==> config.mk <==
export PLATFORM = sky130hd
export DESIGN_NAME = fbh_hash
export DESIGN_NICKNAME = d
export VERILOG_FILES = /design/src/fbh_pkg.sv /design/src/fbh_hash.sv
export SDC_FILE = /design/constraint.sdc
export NUM_CORES = 2
export LEC_CHECK = 0
export ABC_CLOCK_PERIOD_IN_PS = 14500
export BUFFER_PORTS_ARGS = -buffer_cell sky130_fd_sc_hd__buf_2
export CORE_ASPECT_RATIO = 1.2
export CORE_MARGIN = 5
export CORE_UTILIZATION = 54
export CTS_CLUSTER_DIAMETER = 120
export DETAILED_ROUTE_END_ITERATION = 10
export PLACE_DENSITY_LB_ADDON = 0.05
export RECOVER_POWER = 100
export SYNTH_ARGS = -nofsm -noshare
export SYNTH_HDL_FRONTEND = slang
export SYNTH_SLANG_ARGS = --single-unit
==> constraint.sdc <==
create_clock -name clk -period 14.5 [get_ports clk]
set_clock_uncertainty 0.15 [all_clocks]
set_input_delay 2.175 -clock clk [delete_from_list [all_inputs] [get_ports clk]]
set_output_delay 2.175 -clock clk [all_outputs]
set_load 0.05 [all_outputs]
==> src/fbh_pkg.sv <==
// Package: constants, types and helpers of the fingerprint bucket hash table.
`timescale 1ns / 1ps
package fbh_pkg;
  localparam int NUM_BUCKETS     = 256;
  localparam int BAGS_PER_BUCKET = 4;
  localparam int SLOTS_PER_BAG   = 8;
  localparam int BKT_W      = $clog2(NUM_BUCKETS);
  localparam int BAG_W      = $clog2(BAGS_PER_BUCKET);
  localparam int BAG_CNT_W  = $clog2(BAGS_PER_BUCKET + 1);
  localparam int SLOT_W     = $clog2(SLOTS_PER_BAG);
  localparam int ENT_W      = $clog2(BAGS_PER_BUCKET * SLOTS_PER_BAG + 1);
  localparam int FILLED_W   = $clog2(NUM_BUCKETS + 1);
  localparam int TOTAL_W    = 14;
  localparam int NUM_BAGS   = NUM_BUCKETS * BAGS_PER_BUCKET;
  localparam int NUM_SLOTS  = NUM_BAGS * SLOTS_PER_BAG;
  localparam int BINFO_W    = BAG_CNT_W + ENT_W;
  localparam logic [63:0] MIX_MUL1 = 64'h2127599bf4325c37;
  localparam logic [63:0] MIX_MUL2 = 64'h880355f21e6d1965;
  localparam logic [7:0]  FP_NONE  = 8'hff;
  localparam int FP_SHIFT   = 58;
  localparam int CFG_IDX_W  = 2;

  typedef enum logic [1:0] {
    CMD_INSERT  = 2'd0,
    CMD_FIND    = 2'd1,
    CMD_REPLACE = 2'd2,
    CMD_REMOVE  = 2'd3
  } cmd_t;

  typedef enum logic [2:0] {
    ST_INSERTED  = 3'd0,
    ST_FOUND     = 3'd1,
    ST_NOT_FOUND = 3'd2,
    ST_FULL      = 3'd3,
    ST_ZERO_KEY  = 3'd4
  } status_t;

  typedef enum logic [CFG_IDX_W-1:0] {
    CFG_SALT     = 2'd0,
    CFG_BKT_LOG2 = 2'd1,
    CFG_FILL_PCT = 2'd2
  } cfg_idx_t;

  typedef enum logic [2:0] {
    S_IDLE, S_HASH, S_BINFO, S_FPCHK, S_SCAN, S_KEYCHK, S_RESOLVE, S_DONE
  } state_t;

  typedef struct packed {
    logic        done;
    logic [63:0] hash;
  } hash_res_t;

  function automatic logic [7:0] key_fingerprint(input logic [63:0] k);
    logic [7:0] z;
    begin
      z = {2'b00, k[63:FP_SHIFT]};
      if (z == 8'd0) z = k[55:48];
      if (z == 8'd0) z = k[47:40];
      if (z == 8'd0) z = k[39:32];
      if (z == 8'd0) z = FP_NONE;
      return z;
    end
  endfunction

  function automatic logic [SLOT_W-1:0] lowest_slot(input logic [SLOTS_PER_BAG-1:0] v);
    logic [SLOT_W-1:0] r;
    begin
      r = '0;
      for (int i = SLOTS_PER_BAG - 1; i >= 0; i--) begin
        if (v[i]) r = SLOT_W'(i);
      end
      return r;
    end
  endfunction
endpackage

==> src/fbh_hash.sv <==
// Salted two-multiply key mix on one shared 32x32 multiplier.
`timescale 1ns / 1ps
module fbh_hash
  import fbh_pkg::*;
(
  input  logic        clk,
  input  logic        rst_n,
  input  logic        start,
  input  logic [63:0] key,
  input  logic [63:0] salt,
  output hash_res_t   res
);
  logic [63:0] k_r, a_r, acc_r, acc_nxt, a_nxt;
  logic [1:0]  sub_r;
  logic        phase_r, busy_r, done_r;
  logic [31:0] op_a, op_b;
  logic [63:0] prod, b_sel;

  always_comb begin
    b_sel = phase_r ? MIX_MUL2 : MIX_MUL1;
    op_a  = (sub_r == 2'd2) ? a_r[63:32] : a_r[31:0];
    op_b  = (sub_r == 2'd1) ? b_sel[63:32] : b_sel[31:0];
    prod  = op_a * op_b;
    if (sub_r == 2'd0) begin
      acc_nxt = prod;
    end else begin
      acc_nxt = {acc_r[63:32] + prod[31:0], acc_r[31:0]};
    end
    a_nxt = k_r ^ acc_nxt ^ (acc_nxt >> 47) ^ salt;
  end

  always_ff @(posedge clk) begin
    if (!rst_n) begin
      busy_r  <= 1'b0;
      done_r  <= 1'b0;
      sub_r   <= '0;
      phase_r <= 1'b0;
    end else begin
      done_r <= !start && busy_r && (sub_r == 2'd2) && phase_r;
      if (start) begin
        busy_r  <= 1'b1;
        sub_r   <= '0;
        phase_r <= 1'b0;
        k_r     <= key;
        a_r     <= key ^ (key >> 23);
      end else if (busy_r) begin
        acc_r <= acc_nxt;
        if (sub_r == 2'd2) begin
          sub_r <= '0;
          if (phase_r) begin
            busy_r <= 1'b0;
          end else begin
            phase_r <= 1'b1;
            a_r     <= a_nxt;
          end
        end else begin
          sub_r <= sub_r + 2'd1;
        end
      end
    end
  end

  assign res.done = done_r;
  assign res.hash = acc_r;
endmodule

[Yosys cells after proc, flatten, opt, wreduce, memory -nomap -nowiden]
Cells that the tools add are included.
Operators by class
  add/subtract/negate cells: 2
  multiply operators: 1
  divide/modulo/power cells: 0
  $lt $le $gt $ge: 0
  eq/ne operators: 3
  shift operators: 0
  multiplexer cells: 13
  bitwise logic cells: 6
  reduce and logical (&&, ||, !) cells: 12
Operators by type and width (number)
  $mux 64: 6
  $xor 64x64->64: 2
  $mul 32x32->64: 1
  $mux 32: 2
  $xor 64x17->64: 1
  $xor 64x41->64: 1
  $add 32x32->32: 1
  $mux 1: 4
  $reduce_and 2->1: 2
  $reduce_and 4->1: 1
  $reduce_bool 2->1: 2
  $logic_and 1x1->1: 3
  $reduce_and 3->1: 1
  $add 2x1->2 const B: 1
  $eq 2x1->1 const B: 1
  $eq 2x2->1 const B: 1
  $logic_not 2->1: 1
  $mux 2: 1
  $ne 2x2->1 const B: 1
  $not 1->1: 2
  $reduce_or 2->1: 1
  $logic_not 1->1: 1
Word-level totals
  bits in registers: 197
  bits in latches: 0
  memory bits (writable): 0
  memory bits (read-only): 0
  word-level logic and storage cells: 44
  memories: 0

[Depth between registers and ports, before layout]
  depth in word-level cells: 12
  depth in mapped cells: 43

[Least setup slack after synthesis]
Ideal clock, no wire load.
  path kind: register to register
  start point: register sub_r[1]
  end point: register a_r[62] (data pin)
  setup time: 261 ps
  arrival: 10278 ps
  required time: 14089 ps
  path slack: 3811 ps
  stages on the path, launching flop included: 40
  buffers on the path: 4
  period minus slack after synthesis: 10689 ps
  cells stage by stage: dfxtp_1 nor2b_1 clkbuf_1 buf_1 buf_1 mux2i_1 inv_1 nand2_1 nand2_1 fa_1 fa_1 fa_1 inv_1 fa_1 inv_1 fa_1 ha_1 fa_1 (+4 left out) clkbuf_1 a21oi_1 a21boi_0 a21oi_1 o21a_1 o21a_1 o31ai_1 xnor2_1 ha_1 and4_1 nand3_1 nor4_1 nand3_1 a41oi_1 or3b_2 a31oi_1 or2_2 a221o_1
Between the ends
  word-level cells in the longest chain between the ends: 12
  elaborated cells between the ends (all ways): 15
  those cells by class: add/sub (1); mul (1); eq/ne (2); mux (7); bitwise (3); reduce/logical (1)
RTL lines
  start, declared: line fbh_hash.sv:14  | logic [1:0] sub_r;
  start signal, assigned: line fbh_hash.sv:57  | sub_r <= sub_r + 2'd1;
  $eq 2x2->1 or $eq 2x1->1 (tied branches): line fbh_hash.sv:21, fbh_hash.sv:22
  $mux 32 (on tied branches): line fbh_hash.sv:21, fbh_hash.sv:22
  $mul 32x32->64: line fbh_hash.sv:23  | prod = op_a * op_b;
  $add 32x32->32: line fbh_hash.sv:27  | acc_nxt = {acc_r[63:32] + prod[31:0], acc_r[31:0]};
  $mux 64 (*): line fbh_hash.sv:24  | if (sub_r == 2'd0) begin
  via acc_nxt[62]: line fbh_hash.sv:13  | logic [63:0] k_r, a_r, acc_r, acc_nxt, a_nxt;
  $xor 64x64->64 (*): line fbh_hash.sv:29  | a_nxt = k_r ^ acc_nxt ^ (acc_nxt >> 47) ^ salt;
  $xor 64x17->64 (*): line fbh_hash.sv:29
  $xor 64x64->64 (*): line fbh_hash.sv:29
  $mux 64 (*): line fbh_hash.sv:50  | if (phase_r) begin
  $mux 64 (*): line fbh_hash.sv:48  | if (sub_r == 2'd2) begin
  $mux 64 (*): line fbh_hash.sv:46  | end else if (busy_r) begin
  $mux 64 (*): line fbh_hash.sv:40  | if (start) begin
  end signal, assigned: line fbh_hash.sv:45  | a_r <= key ^ (key >> 23);
  end signal, assigned: line fbh_hash.sv:54  | a_r <= a_nxt;
  end, declared: line fbh_hash.sv:13
The timed path passes the listed nets; every way through them passes the cells marked *. The select of a mux whose other input is x is not followed.
A chain may end at the register's enable or synchronous reset.

[Final worst setup path]
  start point: register sub_r[0]
  end point: register a_r[14] (data pin)
Between the ends
  word-level cells in the longest chain between the ends: 11
  elaborated cells between the ends (all ways): 15
  those cells by class: add/sub (1); mul (1); eq/ne (2); mux (7); bitwise (3); reduce/logical (1)
RTL lines (line)
  $eq 2x2->1 or $eq 2x1->1 (tied branches): fbh_hash.sv:21, fbh_hash.sv:22
  $mux 32 (on tied branches): fbh_hash.sv:21, fbh_hash.sv:22
  $mul 32x32->64: fbh_hash.sv:23
  $add 32x32->32 or $mux 64 (tied branches): fbh_hash.sv:27, fbh_hash.sv:24
  $mux 64 (*): fbh_hash.sv:24
  $xor 64x17->64 (*): fbh_hash.sv:29
  $xor 64x64->64 (*): fbh_hash.sv:29
  $mux 64 (*): fbh_hash.sv:50
  $mux 64 (*): fbh_hash.sv:48
  $mux 64 (*): fbh_hash.sv:46
  $mux 64 (*): fbh_hash.sv:40
Every way passes the cells marked *; elsewhere a longest branch is shown, timed or not. The select of a mux whose other input is x is not followed.

==> flow_summary.toml <==
[run_status]
outcome = "finished with violations"
violations = "capacitance limit, slew limit"

[setup_path]
cp_common_cell = "fa_1"
crit_path_start_kind = "flip-flop"
cp_max_fo = 22
cp.depth = 30
reg2reg_from = "sub_r[0]"
crit_family = "adder cells"
crit_end = "a_r[14]"
crit_start = "sub_r[0]"
slowest_delay_ns = 1.07
rrSetupSlack_ns = 0.93
worstSetupPathType = "flip-flop to flip-flop"
crit_buf_inv = 6
critPathCaptureType = "flip-flop"
timing.rr.end = "a_r[14]"
required_ns = 14.56
crit_slowest_cell = "nor2b_1"
reg2reg_depth = 30
cp.arrival_ns = 13.64

[synth]
post-synth-top-area-fraction = 0.363
yosysTopAreaCell = "fa_1"
synth_common_cells = "987 x inv_1, 735 x fa_1, 441 x ha_1"
synthTopCellsByArea = "fa_1 36%, edfxtp_1 14%, ha_1 14%"
syn_inst = 4159
synth_edf_count = 192
ys_seq_elements = 197
yosysWarnings = 0
ys_seq_area_frac = 0.145
async_reset_ff_frac = 0
syn_area_um2 = 40600
yosysUniqueCellTypes = 81
synth_nets = 5466
synth.avg_cell_area_um2 = 9.76
synth_most_common_cell = "inv_1"
synth_flop_cell = "edfxtp_1"

[clock_tree]
htreeDepth = 4
cts_resized = 0
cts_tree = "done"
hold_buffers = 0
clkLatencyLatePin_ns = 0.47
root_buffer = "clkbuf_16"
post_cts_buffers = 0
clk_pin_slew_worst_paths_ns = 0.09
cts.sinks = 197
cts_buffers = 17
cts_max_path_buffers = 2

[detailed_routing]
top_layer_used = "met5"
drtIter0Drc = 2929
ant_nets = 0
wl_met1_um = 59100
wl_met3_um = 13300
vias_per_cell = 5.77
first_pass_iters = 8
wl_per_cell_um = 29.1
routed_wl_um = 155000
vias = 30700
wl_met2_um = 71300
drc = 0

[die]
die_area_um2 = 80800
die_height_um = 310
die_w_um = 260
io_pins = 196
core_um2 = 74700
std_cell_rows = 110
initial_core_util = 0.543

[global_route]
grt_max_degree = 71
grt_pass1_wl_um = 223000
grt_usage = 0.389
grt_remaining_overflow = 0
grt_antenna_before_repair = 5
grt_pass1_vias = 32100

[sta]
rsz0062_at_grt = "false"
max_freq_mhz = 73.7
setup_viol = 0
setup_tns_ns = 0
fin_crit_sh = 0.936
slew_headroom = -1.84
worst_pin_slew_ns = 4.26
hold_ws_ns = 0.409
finalCriticalPeriod_ns = 13.57
slew_viol_final = 296
hold_violations = 0

[placement]
hpwl_um = 137000
dp_cells = 5286
routabilityCongestion = 1.05
port_buffers = 195
place_area_um2 = 42700

[finish]
drive_gt1_frac = 0.0399
final_cells = 5319
nNetsFinal = 5604
area_delta_synth_final_pct = 6.23
postLayoutCellArea_um2 = 43100

[min_path]
min_path_type = "flip-flop to flip-flop"

[job]
cap_violations = 5
-- cell families after synthesis --
kind of cell,count (synthesis),share of synthesized area
buf+inv,1102,0.102
compound gates,497,0.0810
xor+xnor,263,0.0575
simple gates,846,0.0963
fa+ha+maj,1177,0.499
mux,77,0.0199
flops,197,0.145
-- worst min-delay path by stage --
stage          startpoint      to  cells after the start
6_report           busy_r  done_r                      2
5_1_grt            busy_r  done_r                      2
4_1_cts            busy_r  done_r                      2
3_5_place_dp       busy_r  done_r                      2
3_3_place_gp       busy_r  done_r                      2
2_1_floorplan      busy_r  done_r                      2
-- worst min-delay path, stage by stage (launching register included) --
cell and delay [ns]:
dfxtp_1 0.38, nand2_1 0.10, nor3_1 0.05
-- layer usage --
metal	track usage	up-vias
li1	-	13400
met1	0.497	15300
met2	0.628	1579
met3	0.0802	367
met4	0.210	6
met5	0	-
-- sequential cells by signal, indices dropped and copies added, names as in the netlist --
register and flops:
acc_r 64, done_r 1, busy_r 1, k_r 64, sub_r 2, a_r 64, phase_r 1
-- placed cells by master, fill, tap and decap left out, types with 6 or more instances in the layout --
cell and n:
nand4_1 23, mux2_2 17, a211oi_1 19, o31ai_1 14, a211o_1 6, buf_4 29
o21bai_1 24, nand2_1 302, fa_1 735, a221oi_1 7, clkbuf_1 136, o2111ai_1 6
o21a_1 15, nor4_1 9, inv_1 987, a21o_1 67, and3_1 17, a31oi_1 19
edfxtp_1 192, nor3_1 47, nor2_1 247, nand2b_1 34, xor2_1 99, xnor2_1 162
a21boi_0 6, and2_0 6, o221ai_1 8, o31a_1 7, mux2i_1 46, and4_1 8
a21oi_1 167, nand3_1 26, or3_1 17, clkbuf_16 17, and2_1 75, ha_1 439
mux2_1 14, o21ai_0 70, o211ai_1 18, buf_2 66
-- through the flow --
stage	setup slack (ns)	util
2_1_floorplan	3.81	-
3_3_place_gp	1.91	0.572
3_5_place_dp	1.89	0.572
4_1_cts	1.82	0.579
5_1_grt	0.603	0.577
6_report	0.926	0.577
-- final cells by class --
| cell class | instances | area (um2) |
|---|---|---|
| fill | 6843 | 31600 |
| multi-input combinational | 2860 | 30600 |
| sequential | 197 | 5870 |
| inverter | 990 | 3720 |
| tap | 1008 | 1260 |
| timing repair buffer | 231 | 1060 |
| clock buffer | 17 | 425 |
| clock inverter | 15 | 163 |
| antenna | 1 | 2.50 |
Power is not shown: default switching activity piles up to over one toggle a cycle in this logic, so the estimate is an artifact.
